$ cat src/hw/rtl/periodic_timer_bank_defines.svh
// Assertion macros for the periodic timer bank controller RTL.
`ifndef PERIODIC_TIMER_BANK_DEFINES_SVH
`define PERIODIC_TIMER_BANK_DEFINES_SVH

// Same-cycle implication, sampled on clk_i, switched off while rst_ni is low.
`define PTB_ASSERT_IMPL(lbl, ante, cons, msg) \
  lbl: assert property (@(posedge clk_i) disable iff (!rst_ni) (ante) |-> (cons)) \
    else $error(msg);

// Next-cycle implication, sampled on clk_i, switched off while rst_ni is low.
`define PTB_ASSERT_NEXT(lbl, ante, cons, msg) \
  lbl: assert property (@(posedge clk_i) disable iff (!rst_ni) (ante) |=> (cons)) \
    else $error(msg);

`endif

$ cat src/hw/rtl/ptb_pkg.sv
// Types and constants shared by the periodic timer bank modules.
package ptb_pkg;

  localparam int unsigned CmdW      = 1;
  localparam int unsigned SlotIdxW  = 3;
  localparam int unsigned ReloadW   = 16;
  localparam int unsigned TypeW     = 8;
  localparam int unsigned FiredIdxW = 3;

  // At most this many firings are reported for one tick.
  localparam int unsigned ResultLimit = 8;
  localparam int unsigned NumFiredW   = 4;

  localparam logic [CmdW-1:0] CMD_TICK = 1'b0;
  localparam logic [CmdW-1:0] CMD_LOAD = 1'b1;

  typedef enum logic [1:0] {
    ST_IDLE,
    ST_SCAN,
    ST_FLUSH
  } ptb_state_e;

  // Controller to datapath.
  typedef struct packed {
    logic load;    // write one slot from the input item
    logic start;   // a tick begins: clear the firing count
    logic rd_en;   // read the slot at the read address
    logic commit;  // update the slot held in the evaluation registers
    logic flush;   // move the pending firing out as the last of the tick
  } ptb_cmd_t;

  // Datapath to controller.
  typedef struct packed {
    logic emit;      // slot under evaluation fires and will be reported
    logic pend_vld;  // a firing is waiting in the pending register
    logic out_free;  // the output register can take a firing this cycle
  } ptb_status_t;

endpackage

$ cat src/hw/rtl/ptb_in_if.sv
// Input channel of the periodic timer bank: ticks and slot loads.
interface ptb_in_if;
  logic                                valid;
  logic                                ready;
  logic [ptb_pkg::CmdW-1:0]            command;
  logic [ptb_pkg::SlotIdxW-1:0]        slot_index;
  logic [ptb_pkg::ReloadW-1:0]         reload_value;
  logic [ptb_pkg::TypeW-1:0]           message_type;

  modport source (output valid, output command, output slot_index,
                  output reload_value, output message_type, input ready);
  modport sink   (input valid, input command, input slot_index,
                  input reload_value, input message_type, output ready);
endinterface

$ cat src/hw/rtl/ptb_out_if.sv
// Output channel of the periodic timer bank: one item per reported timer firing.
interface ptb_out_if;
  logic                           valid;
  logic                           ready;
  logic [ptb_pkg::TypeW-1:0]      fired_type;
  logic [ptb_pkg::FiredIdxW-1:0]  fired_index;
  logic                           last;

  modport source (output valid, output fired_type, output fired_index,
                  output last, input ready);
  modport sink   (input valid, input fired_type, input fired_index,
                  input last, output ready);
endinterface

$ cat src/hw/rtl/periodic_timer_bank.sv
// Top level of the periodic timer bank: a controller and a datapath joined by commands.
//
// A bank of NUM_SLOTS periodic timers, each holding a reload value, a down-count
// and an 8-bit message type. An item with command load writes one slot's
// reload value and count (both from reload_value, cut to COUNT_BITS) and its
// type; a load to an index beyond the bank is dropped. A reload value of zero
// leaves the slot disabled. An item with command tick makes the block visit
// every slot in index order, one slot per cycle while the scan is not held
// for a full output register, through the registered read port of the slot
// stores: an enabled slot with a nonzero count counts down, and one at zero
// reloads and fires, so a slot fires every reload+1 ticks. Each firing leaves
// as one output item with the slot's type and its index (low three bits),
// lowest index first, and the last firing of a tick carries last set; a tick
// with no firing produces no item. At most eight firings are reported per
// tick, and further slots still reload. Because last can only be known once
// the next firing or the end of the scan is seen, each firing waits in a
// pending register before it moves to the output register. A new item is
// accepted only once the scan and flush of a tick are done; the scan is held
// while a full output register is held by the consumer. The final firing of
// a tick may still wait at the output while the next item is taken. After
// reset every slot is disabled at once; there is no clearing pass.
module periodic_timer_bank #(
  parameter int unsigned NUM_SLOTS  = 8,
  parameter int unsigned COUNT_BITS = 16
) (
  input  logic               clk_i,
  input  logic               rst_ni,
  ptb_in_if.sink             item_i,
  ptb_out_if.source          fired_o
);

  // Width of a slot address; a one-slot bank still uses one address bit.
  localparam int unsigned IW = (NUM_SLOTS > 1) ? $clog2(NUM_SLOTS) : 1;

  ptb_pkg::ptb_cmd_t    cmd;
  ptb_pkg::ptb_status_t status;
  logic [IW-1:0]        rd_addr;

  // The controller owns the input handshake and the scan sequence.
  ptb_ctrl #(
    .NUM_SLOTS (NUM_SLOTS),
    .IW        (IW)
  ) u_ctrl (
    .clk_i      (clk_i),
    .rst_ni     (rst_ni),
    .in_valid_i (item_i.valid),
    .command_i  (item_i.command),
    .status_i   (status),
    .in_ready_o (item_i.ready),
    .cmd_o      (cmd),
    .rd_addr_o  (rd_addr)
  );

  // The datapath holds the slot stores and drives the output channel.
  ptb_datapath #(
    .NUM_SLOTS  (NUM_SLOTS),
    .COUNT_BITS (COUNT_BITS),
    .IW         (IW)
  ) u_datapath (
    .clk_i          (clk_i),
    .rst_ni         (rst_ni),
    .cmd_i          (cmd),
    .rd_addr_i      (rd_addr),
    .slot_index_i   (item_i.slot_index),
    .reload_value_i (item_i.reload_value),
    .message_type_i (item_i.message_type),
    .out_ready_i    (fired_o.ready),
    .status_o       (status),
    .out_valid_o    (fired_o.valid),
    .fired_type_o   (fired_o.fired_type),
    .fired_index_o  (fired_o.fired_index),
    .last_o         (fired_o.last)
  );

endmodule

$ cat src/hw/rtl/ptb_datapath.sv
// Slot stores, slot evaluation, pending firing and output register.
module ptb_datapath #(
  parameter int unsigned NUM_SLOTS  = 8,
  parameter int unsigned COUNT_BITS = 16,
  parameter int unsigned IW         = 3
) (
  input  logic                              clk_i,
  input  logic                              rst_ni,
  input  ptb_pkg::ptb_cmd_t                 cmd_i,
  input  logic [IW-1:0]                     rd_addr_i,
  input  logic [ptb_pkg::SlotIdxW-1:0]      slot_index_i,
  input  logic [ptb_pkg::ReloadW-1:0]       reload_value_i,
  input  logic [ptb_pkg::TypeW-1:0]         message_type_i,
  input  logic                              out_ready_i,
  output ptb_pkg::ptb_status_t              status_o,
  output logic                              out_valid_o,
  output logic [ptb_pkg::TypeW-1:0]         fired_type_o,
  output logic [ptb_pkg::FiredIdxW-1:0]     fired_index_o,
  output logic                              last_o
);

  localparam int unsigned XW = IW + ptb_pkg::SlotIdxW;

  logic [COUNT_BITS-1:0]          reload_mem [NUM_SLOTS];
  logic [COUNT_BITS-1:0]          count_mem  [NUM_SLOTS];
  logic [ptb_pkg::TypeW-1:0]      type_mem   [NUM_SLOTS];
  logic [NUM_SLOTS-1:0]           slot_vld_q;

  logic [XW-1:0]                  ld_wide;
  logic                           ld_hit;
  logic [IW-1:0]                  ld_addr;
  logic [COUNT_BITS-1:0]          ld_value;

  logic [COUNT_BITS-1:0]          rel_rd_q;
  logic [COUNT_BITS-1:0]          cnt_rd_q;
  logic [ptb_pkg::TypeW-1:0]      typ_rd_q;
  logic [IW-1:0]                  ev_idx_q;
  logic [XW-1:0]                  ev_idx_wide;

  logic                           ev_enabled;
  logic                           ev_fires;
  logic [COUNT_BITS-1:0]          cnt_next;

  logic [ptb_pkg::NumFiredW-1:0]  n_q;
  logic                           push;
  logic                           move_out;

  logic                           pend_vld_q;
  logic [ptb_pkg::TypeW-1:0]      pend_type_q;
  logic [ptb_pkg::FiredIdxW-1:0]  pend_idx_q;

  logic                           out_vld_q;
  logic [ptb_pkg::TypeW-1:0]      out_type_q;
  logic [ptb_pkg::FiredIdxW-1:0]  out_idx_q;
  logic                           out_last_q;

  // Loads to a slot index beyond the bank are dropped.
  assign ld_wide  = XW'(slot_index_i);
  assign ld_hit   = cmd_i.load && (ld_wide < XW'(NUM_SLOTS));
  assign ld_addr  = ld_wide[IW-1:0];
  assign ld_value = COUNT_BITS'(reload_value_i);

  assign ev_idx_wide = XW'(ev_idx_q);
  assign ev_enabled  = (rel_rd_q != '0);
  assign ev_fires    = ev_enabled && (cnt_rd_q == '0);
  assign cnt_next    = ev_fires ? rel_rd_q : (cnt_rd_q - COUNT_BITS'(1));

  assign status_o.emit     = ev_fires && (n_q < ptb_pkg::NumFiredW'(ptb_pkg::ResultLimit));
  assign status_o.pend_vld = pend_vld_q;
  assign status_o.out_free = !out_vld_q || out_ready_i;

  assign push     = cmd_i.commit && status_o.emit;
  assign move_out = (push && pend_vld_q) || cmd_i.flush;

  // Slot stores: one write port, one registered read port. A slot that was
  // never loaded reads as zero, which leaves it disabled.
  always_ff @(posedge clk_i) begin
    if (ld_hit) begin
      reload_mem[ld_addr] <= ld_value;
      count_mem[ld_addr]  <= ld_value;
      type_mem[ld_addr]   <= message_type_i;
    end else if (cmd_i.commit && ev_enabled) begin
      count_mem[ev_idx_q] <= cnt_next;
    end
    if (cmd_i.rd_en) begin
      ev_idx_q <= rd_addr_i;
      if (slot_vld_q[rd_addr_i]) begin
        rel_rd_q <= reload_mem[rd_addr_i];
        cnt_rd_q <= count_mem[rd_addr_i];
        typ_rd_q <= type_mem[rd_addr_i];
      end else begin
        rel_rd_q <= '0;
        cnt_rd_q <= '0;
        typ_rd_q <= '0;
      end
    end
  end

  always_ff @(posedge clk_i or negedge rst_ni) begin
    if (!rst_ni) begin
      slot_vld_q <= '0;
      n_q        <= '0;
      pend_vld_q <= 1'b0;
      out_vld_q  <= 1'b0;
    end else begin
      if (ld_hit) begin
        slot_vld_q[ld_addr] <= 1'b1;
      end
      if (cmd_i.start) begin
        n_q <= '0;
      end else if (push) begin
        n_q <= n_q + ptb_pkg::NumFiredW'(1);
      end
      if (push) begin
        pend_vld_q <= 1'b1;
      end else if (cmd_i.flush) begin
        pend_vld_q <= 1'b0;
      end
      if (move_out) begin
        out_vld_q <= 1'b1;
      end else if (out_ready_i) begin
        out_vld_q <= 1'b0;
      end
    end
  end

  always_ff @(posedge clk_i) begin
    if (push) begin
      pend_type_q <= typ_rd_q;
      pend_idx_q  <= ev_idx_wide[ptb_pkg::FiredIdxW-1:0];
    end
    if (move_out) begin
      out_type_q <= pend_type_q;
      out_idx_q  <= pend_idx_q;
      out_last_q <= cmd_i.flush;
    end
  end

  assign out_valid_o   = out_vld_q;
  assign fired_type_o  = out_type_q;
  assign fired_index_o = out_idx_q;
  assign last_o        = out_last_q;

endmodule

$ cat src/hw/rtl/ptb_ctrl.sv
// Controller of the periodic timer bank: accepts items and sequences the slot scan.
`include "periodic_timer_bank_defines.svh"

module ptb_ctrl #(
  parameter int unsigned NUM_SLOTS = 8,
  parameter int unsigned IW        = 3
) (
  input  logic                         clk_i,
  input  logic                         rst_ni,
  input  logic                         in_valid_i,
  input  logic [ptb_pkg::CmdW-1:0]     command_i,
  input  ptb_pkg::ptb_status_t         status_i,
  output logic                         in_ready_o,
  output ptb_pkg::ptb_cmd_t            cmd_o,
  output logic [IW-1:0]                rd_addr_o
);

  localparam int unsigned CW = $clog2(NUM_SLOTS + 1);

  ptb_pkg::ptb_state_e state_q, state_d;
  logic [CW-1:0]       idx_q, idx_d;
  logic                ev_q, ev_d;
  logic                stall;

  assign rd_addr_o = idx_q[IW-1:0];

  // A firing can only enter the pending register when the previous one can
  // move on to the output register.
  assign stall = ev_q && status_i.emit && status_i.pend_vld && !status_i.out_free;

  always_ff @(posedge clk_i or negedge rst_ni) begin
    if (!rst_ni) begin
      state_q <= ptb_pkg::ST_IDLE;
      idx_q   <= '0;
      ev_q    <= 1'b0;
    end else begin
      state_q <= state_d;
      idx_q   <= idx_d;
      ev_q    <= ev_d;
    end
  end

  always_comb begin
    state_d    = state_q;
    idx_d      = idx_q;
    ev_d       = ev_q;
    in_ready_o = 1'b0;
    cmd_o      = '0;
    unique case (state_q)
      ptb_pkg::ST_IDLE: begin
        in_ready_o = 1'b1;
        if (in_valid_i) begin
          if (command_i == ptb_pkg::CMD_LOAD) begin
            cmd_o.load = 1'b1;
          end else begin
            cmd_o.start = 1'b1;
            idx_d       = '0;
            ev_d        = 1'b0;
            state_d     = ptb_pkg::ST_SCAN;
          end
        end
      end
      ptb_pkg::ST_SCAN: begin
        if (!stall) begin
          cmd_o.commit = ev_q;
          if (idx_q < CW'(NUM_SLOTS)) begin
            cmd_o.rd_en = 1'b1;
            idx_d       = idx_q + CW'(1);
            ev_d        = 1'b1;
          end else begin
            ev_d    = 1'b0;
            state_d = ptb_pkg::ST_FLUSH;
          end
        end
      end
      ptb_pkg::ST_FLUSH: begin
        if (!status_i.pend_vld) begin
          state_d = ptb_pkg::ST_IDLE;
        end else if (status_i.out_free) begin
          cmd_o.flush = 1'b1;
          state_d     = ptb_pkg::ST_IDLE;
        end
      end
      default: begin
        state_d = ptb_pkg::ST_IDLE;
      end
    endcase
  end

  `PTB_ASSERT_IMPL(a_idle_no_pending, state_q == ptb_pkg::ST_IDLE, !status_i.pend_vld, "pending firing left over after a tick")
  `PTB_ASSERT_IMPL(a_commit_needs_eval, cmd_o.commit, ev_q, "slot update without a slot under evaluation")
  `PTB_ASSERT_IMPL(a_idx_range, 1'b1, idx_q <= CW'(NUM_SLOTS), "scan index beyond the bank")
  `PTB_ASSERT_NEXT(a_tick_starts_scan, in_valid_i && in_ready_o && (command_i == ptb_pkg::CMD_TICK), state_q == ptb_pkg::ST_SCAN, "accepted tick did not start a scan")

endmodule

$ cat src/flat_wrapper.sv
// flat-port wrapper written by rule: the top's interface ports become plain ports
module periodic_timer_bank_flat 
#(
  parameter int unsigned NUM_SLOTS  = 8,
  parameter int unsigned COUNT_BITS = 16
)
  (clk_i, rst_ni, item_i_valid, item_i_command, item_i_slot_index, item_i_reload_value, item_i_message_type, item_i_ready, fired_o_valid, fired_o_fired_type, fired_o_fired_index, fired_o_last, fired_o_ready);
  ptb_in_if item_i_i ();
  ptb_out_if fired_o_i ();
  input  logic clk_i;
  input  logic rst_ni;
  input wire logic [$bits(item_i_i.valid)-1:0] item_i_valid;
  input wire logic [$bits(item_i_i.command)-1:0] item_i_command;
  input wire logic [$bits(item_i_i.slot_index)-1:0] item_i_slot_index;
  input wire logic [$bits(item_i_i.reload_value)-1:0] item_i_reload_value;
  input wire logic [$bits(item_i_i.message_type)-1:0] item_i_message_type;
  output wire logic [$bits(item_i_i.ready)-1:0] item_i_ready;
  output wire logic [$bits(fired_o_i.valid)-1:0] fired_o_valid;
  output wire logic [$bits(fired_o_i.fired_type)-1:0] fired_o_fired_type;
  output wire logic [$bits(fired_o_i.fired_index)-1:0] fired_o_fired_index;
  output wire logic [$bits(fired_o_i.last)-1:0] fired_o_last;
  input wire logic [$bits(fired_o_i.ready)-1:0] fired_o_ready;
  assign item_i_i.valid = item_i_valid;
  assign item_i_i.command = item_i_command;
  assign item_i_i.slot_index = item_i_slot_index;
  assign item_i_i.reload_value = item_i_reload_value;
  assign item_i_i.message_type = item_i_message_type;
  assign item_i_ready = item_i_i.ready;
  assign fired_o_valid = fired_o_i.valid;
  assign fired_o_fired_type = fired_o_i.fired_type;
  assign fired_o_fired_index = fired_o_i.fired_index;
  assign fired_o_last = fired_o_i.last;
  assign fired_o_i.ready = fired_o_ready;
  periodic_timer_bank #(.NUM_SLOTS(NUM_SLOTS), .COUNT_BITS(COUNT_BITS)) u_core (.clk_i(clk_i), .rst_ni(rst_ni), .item_i(item_i_i), .fired_o(fired_o_i));
endmodule
$ cat config.mk
export PLATFORM = sky130hd
export DESIGN_NAME = periodic_timer_bank_flat
export DESIGN_NICKNAME = d
export VERILOG_FILES = /design/src/hw/rtl/ptb_pkg.sv /design/src/hw/rtl/ptb_in_if.sv /design/src/hw/rtl/ptb_out_if.sv /design/src/hw/rtl/periodic_timer_bank.sv /design/src/hw/rtl/ptb_datapath.sv /design/src/hw/rtl/ptb_ctrl.sv /design/src/flat_wrapper.sv
export VERILOG_INCLUDE_DIRS = /design/src /design/src/hw/rtl
export SDC_FILE = /design/constraint.sdc
export NUM_CORES = 1
export LEC_CHECK = 0
export ABC_AREA = 0
export ABC_CLOCK_PERIOD_IN_PS = 3500
export BUFFER_PORTS_ARGS = -buffer_cell sky130_fd_sc_hd__buf_4
export CORE_ASPECT_RATIO = 0.6
export CORE_MARGIN = 10
export CORE_UTILIZATION = 55
export CTS_CLUSTER_DIAMETER = 100
export DETAILED_ROUTE_END_ITERATION = 8
export PLACE_DENSITY_LB_ADDON = 0.3
export SYNTH_ARGS = -nofsm -noshare
export SYNTH_HDL_FRONTEND = slang
export SYNTH_SLANG_ARGS = --single-unit
$ cat constraint.sdc
create_clock -name clk_i -period 3.5 [get_ports clk_i]
set_input_delay 0.35 -clock clk_i [delete_from_list [all_inputs] [get_ports clk_i]]
set_output_delay 0.35 -clock clk_i [all_outputs]
set_load 0.005 [all_outputs]
==> insert_results.sql <==
INSERT INTO impl_metrics (metric_group, metric, value, unit) VALUES
('outcome', 'run_status', 'completed', ''),
('global_route', 'global_route_wire_length_before_repair', '51.5', 'mm'),
('drt', 'avgViaCountPerCell', '6.20', ''),
('yosys', 'mappedNetlistArea', '0.0159', 'mm²'),
('min_path', 'hold-path-cell-count', '1', ''),
('sta', 'timing.final.crit_share', '0.833', ''),
('sta', 'relSlewSlack', '0.393', ''),
('sta', 'grt_setup_unrepaired', 'no', ''),
('min_path', 'start_point_of_the_worst_hold_path', 'item_i_message_type[0]', ''),
('sta', 'final_hold_viol_count', '0', ''),
('yosys', 'yosys_most_used_dff', 'sky130_fd_sc_hd__edfxtp_1', ''),
('sta', 'final-setup-viol-count', '0', ''),
('clock_network', 'clockBufferDepth', '3', ''),
('global_route', 'initial_antenna_violation_count', '1', ''),
('die', 'rows', '48', ''),
('drt', 'via_count', '7954', ''),
('worst_setup_path', 'critPathMaxFanout', '12', ''),
('clock_network', 'clock_sinks', '407', ''),
('sta', 'totalNegativeSetupSlack', '0', 'ns'),
('sta', 'maxSlewViolCount', '0', ''),
('worst_setup_path', 'cp_data_required_time', '3.71', 'ns'),
('sta', 'final_period_minus_worst_setup_slack', '2.92', 'ns'),
('die', 'die_area', '0.0363', 'mm²'),
('worst_setup_path', 'worstPathArrival', '3.12', 'ns'),
('die', 'floorplan.io_pins', '46', ''),
('layout', 'final_layout_size_suffix_gt1_frac', '0.269', ''),
('drt', 'finalWirelength', '33.5', 'mm'),
('layout', 'post-route-util', '0.631', ''),
('clock_network', 'insertion_delay', '0.54', 'ns'),
('die', 'initial_core_util', '0.556', ''),
('drt', 'antenna_violating_nets_post_route', '0', ''),
('min_path', 'hold_path_end', 'u_core.u_datapath.type_mem[4][0]$_DFFE_PP_', ''),
('clock_network', 'tritoncts', 'done', ''),
('global_route', 'pin_count_of_the_biggest_net_entering_global_routing', '80', ''),
('worst_setup_path', 'kind_of_launch_point_of_the_worst_setup_path', 'flop', ''),
('yosys', 'synth_async_sr_flop_share', '0.0516', ''),
('yosys', 'avgSynthCellArea', '19.9', 'µm²'),
('layout', 'area_growth', '13.4', '%'),
('global_route', 'grt_util_all_layers', '0.192', ''),
('worst_setup_path', 'critical_path.endpoint_type', 'flop', ''),
('sta', 'fmaxAchievable', '343', 'MHz'),
('drt', 'detail_route.drc_violations', '0', ''),
('yosys', 'post_synth_inst_count', '799', ''),
('yosys', 'ys_types', '52', ''),
('global_route', 'first_global_vias', '8223', ''),
('layout', 'final_common_cell', 'sky130_fd_sc_hd__edfxtp_1', ''),
('worst_setup_path', 'rr_worst_depth', '7', ''),
('clock_network', 'cts_buffers', '35', ''),
('yosys', 'yosysWarnings', '0', ''),
('pwr', 'vdd_ir_drop_max', '0.499', 'mV'),
('die', 'fp.coreArea', '0.0286', 'mm²'),
('clock_network', 'cts.reportedPaths.clkPinSlew', '0.07', 'ns'),
('placed_design', 'place.port_buffers', '45', ''),
('drt', 'drt_iter0_drc', '981', ''),
('pwr', 'power.density', '818', 'mW/mm²'),
('layout', 'fillcell_total', '1938', ''),
('placed_design', 'dp_cells', '1220', ''),
('pwr', 'p_leak', '0.00604', 'µW'),
('die', 'die-height', '152', 'µm'),
('clock_network', 'cts_setup_buffers', '0', ''),
('yosys', 'synth_sequential_area_ratio', '0.762', ''),
('yosys', 'ys_seq_elements', '407', ''),
('worst_setup_path', 'reg2reg_slack', '0.58', 'ns'),
('layout', 'final_net_count', '919', ''),
('sta', 'final_setup_skew', '0.0157', 'ns'),
('placed_design', 'dpl.hpwl', '20.4', 'mm'),
('layout', 'top_library_cells_by_usage_in_the_layout_fill_and_taps_aside', 'sky130_fd_sc_hd__edfxtp_1, sky130_fd_sc_hd__mux4_2, sky130_fd_sc_hd__buf_4', ''),
('worst_setup_path', 'r2r_start', 'u_core.u_datapath.cnt_rd_q[0]$_SDFFCE_PN0P_', ''),
('drt', 'post_drt_wl_per_cell', '26.2', 'µm'),
('sta', 'worstMarginPinSlew', '0.903', 'ns'),
('worst_setup_path', 'r2r-end', 'u_core.u_datapath.count_mem[7][1]$_DFFE_PP_', ''),
('yosys', 'synth_enable_flop_cells', '386', ''),
('die', 'die_width', '239', 'µm'),
('clock_network', 'clock-root-buffer', 'sky130_fd_sc_hd__clkbuf_16', ''),
('flow_run', 'cap_viol_max_count', '0', ''),
('clock_network', 'deepest_level_of_the_cts_h_tree', '2', ''),
('placed_design', 'gp_congestion', '0.900', ''),
('worst_setup_path', 'ws_path_type', 'reg2reg', ''),
('yosys', 'net_count_after_synthesis', '835', ''),
('min_path', 'hold_path.class', 'in2reg', ''),
('layout', 'finish.cell_count_without_fillers', '1282', ''),
('global_route', 'gr-total-overflow', '0', ''),
('drt', 'drt-pass1-iter-count', '7', '');
-- sequential cells by signal, indices dropped and copies added, names as in the netlist, 2 cells and up --
| register | cells |
|---|---|
| u_core.u_datapath.count_mem | 128 |
| u_core.u_datapath.reload_mem | 128 |
| u_core.u_datapath.type_mem | 64 |
| u_core.u_datapath.cnt_rd_q | 16 |
| u_core.u_datapath.rel_rd_q | 16 |
| u_core.u_datapath.fired_type_o | 8 |
| u_core.u_datapath.pend_type_q | 8 |
| u_core.u_datapath.slot_vld_q | 8 |
| u_core.u_datapath.typ_rd_q | 8 |
| u_core.u_ctrl.idx_q | 4 |
| u_core.u_datapath.n_q | 4 |
| u_core.u_datapath.ev_idx_q | 3 |
| u_core.u_datapath.fired_index_o | 3 |
| u_core.u_datapath.pend_idx_q | 3 |
| u_core.u_ctrl.state_q | 2 |
-- worst max-delay path, cell delays in order, from the launching register on --
cell and delay [ns]:
sky130_fd_sc_hd__edfxtp_1 0.42, sky130_fd_sc_hd__inv_1 0.10, sky130_fd_sc_hd__ha_1 0.16, sky130_fd_sc_hd__nor4b_1 0.30, sky130_fd_sc_hd__and4_1 0.35, sky130_fd_sc_hd__nand2_2 0.24
sky130_fd_sc_hd__and2_0 0.25, sky130_fd_sc_hd__o31ai_1 0.77
-- power breakdown --
part / switching, µW / total, µW / leakage, µW / internal (µW)
combinational: 2380 / 4150 / 0.00175 / 1770
clock: 1670 / 3570 / 0.000506 / 1890
sequential: 522 / 7030 / 0.00379 / 6510
total: 4570 / 14700 / 0.00604 / 10200
-- worst max-delay path by stage --
stage                     cells after the start                                         from  slack, ns                                           end
final                                         7  u_core.u_datapath.cnt_rd_q[0]$_SDFFCE_PN0P_       0.58   u_core.u_datapath.count_mem[7][1]$_DFFE_PP_
after global placement                        7  u_core.u_datapath.cnt_rd_q[0]$_SDFFCE_PN0P_       0.78  u_core.u_datapath.count_mem[0][14]$_DFFE_PP_
after CTS                                     7  u_core.u_datapath.cnt_rd_q[0]$_SDFFCE_PN0P_       0.63  u_core.u_datapath.count_mem[0][14]$_DFFE_PP_
after detailed placement                      7  u_core.u_datapath.cnt_rd_q[0]$_SDFFCE_PN0P_       0.65  u_core.u_datapath.count_mem[1][12]$_DFFE_PP_
after floorplan                               8  u_core.u_datapath.cnt_rd_q[0]$_SDFFCE_PN0P_       0.06   u_core.u_datapath.count_mem[3][0]$_DFFE_PP_
after global routing                          7  u_core.u_datapath.cnt_rd_q[0]$_SDFFCE_PN0P_       0.39   u_core.u_datapath.count_mem[3][1]$_DFFE_PP_
-- per-stage QoR --
| stage | setup WS [ns] | hold slack, ns | area, µm² | power (µW) |
|---|---|---|---|---|
| after floorplan | 0.0625 | 0.0544 | 15900 | 9730 |
| after global placement | 0.778 | 0.238 | 17000 | 11100 |
| after detailed placement | 0.651 | 0.245 | 17000 | 11300 |
| after CTS | 0.631 | 0.0140 | 18000 | 14800 |
| after global routing | 0.385 | 0.0281 | 18000 | 15400 |
| final | 0.584 | 0.0388 | 18000 | 14800 |
-- layer usage --
| metal | GRT usage | vias to the layer above | routed length [µm] |
|---|---|---|---|
| met5 | 0 | - | 13 |
| met4 | 0.0479 | 2 | 521 |
| met3 | 0.0430 | 41 | 2770 |
| met2 | 0.294 | 307 | 15400 |
| met1 | 0.277 | 4196 | 14800 |
| li1 | - | 3408 | - |
-- cell type report --
type | count | area, µm² | area share
flip-flops and latches | 407 | 12100 | 0.673
multi-input cells | 348 | 3720 | 0.206
clock buffers | 43 | 927 | 0.0514
repair buffers | 83 | 663 | 0.0368
well taps | 375 | 469 | 0.0260
clock inverters | 17 | 91.3 | 0.00507
inverters | 8 | 30.0 | 0.00167
diodes | 1 | 2.50 | 0.000139
-- repair_timing --
action,CTS,global route
gates resized for setup,0,0
hold buffers,1,0
endpoints found under the hold margin,21,0
-- synth_stat cells (3+ instances only) --
cell type / number / share of area
sky130_fd_sc_hd__nand2b_1: 6 / 0.0024
sky130_fd_sc_hd__or2_2: 10 / 0.0039
sky130_fd_sc_hd__xor2_1: 4 / 0.0022
sky130_fd_sc_hd__clkbuf_1: 18 / 0.0042
sky130_fd_sc_hd__edfxtp_1: 386 / 0.73
sky130_fd_sc_hd__buf_2: 10 / 0.0031
sky130_fd_sc_hd__nor2b_1: 3 / 0.0012
sky130_fd_sc_hd__o21ai_0: 23 / 0.0072
sky130_fd_sc_hd__nor4_1: 7 / 0.0028
sky130_fd_sc_hd__nand2_1: 24 / 0.0057
sky130_fd_sc_hd__ha_1: 4 / 0.0031
sky130_fd_sc_hd__o32ai_1: 3 / 0.0017
sky130_fd_sc_hd__o22ai_1: 3 / 0.0012
sky130_fd_sc_hd__or3_1: 3 / 0.0012
sky130_fd_sc_hd__o41ai_1: 3 / 0.0017
sky130_fd_sc_hd__and4_1: 3 / 0.0017
sky130_fd_sc_hd__o31ai_1: 3 / 0.0014
sky130_fd_sc_hd__nor3_1: 5 / 0.0016
sky130_fd_sc_hd__nor2_1: 61 / 0.014
sky130_fd_sc_hd__nor3b_1: 3 / 0.0014
sky130_fd_sc_hd__inv_1: 8 / 0.0019
sky130_fd_sc_hd__mux2i_1: 52 / 0.033
sky130_fd_sc_hd__buf_1: 8 / 0.0019
sky130_fd_sc_hd__nand4_1: 5 / 0.0020
sky130_fd_sc_hd__xnor2_1: 9 / 0.0050
sky130_fd_sc_hd__dfrtp_1: 21 / 0.033
sky130_fd_sc_hd__mux4_2: 82 / 0.12
-- kinds of logic after synthesis --
logic type                 share of synthesized area
AOI/OAI and AO/OA                             0.0215
muxes                                          0.149
adders and majority gates                    0.00315
and+or+nand+nor                               0.0460
xor gates and xnor gates                     0.00716
buffers and inverters                         0.0112
DFF                                            0.762
Power figures use the tool's default switching activity.
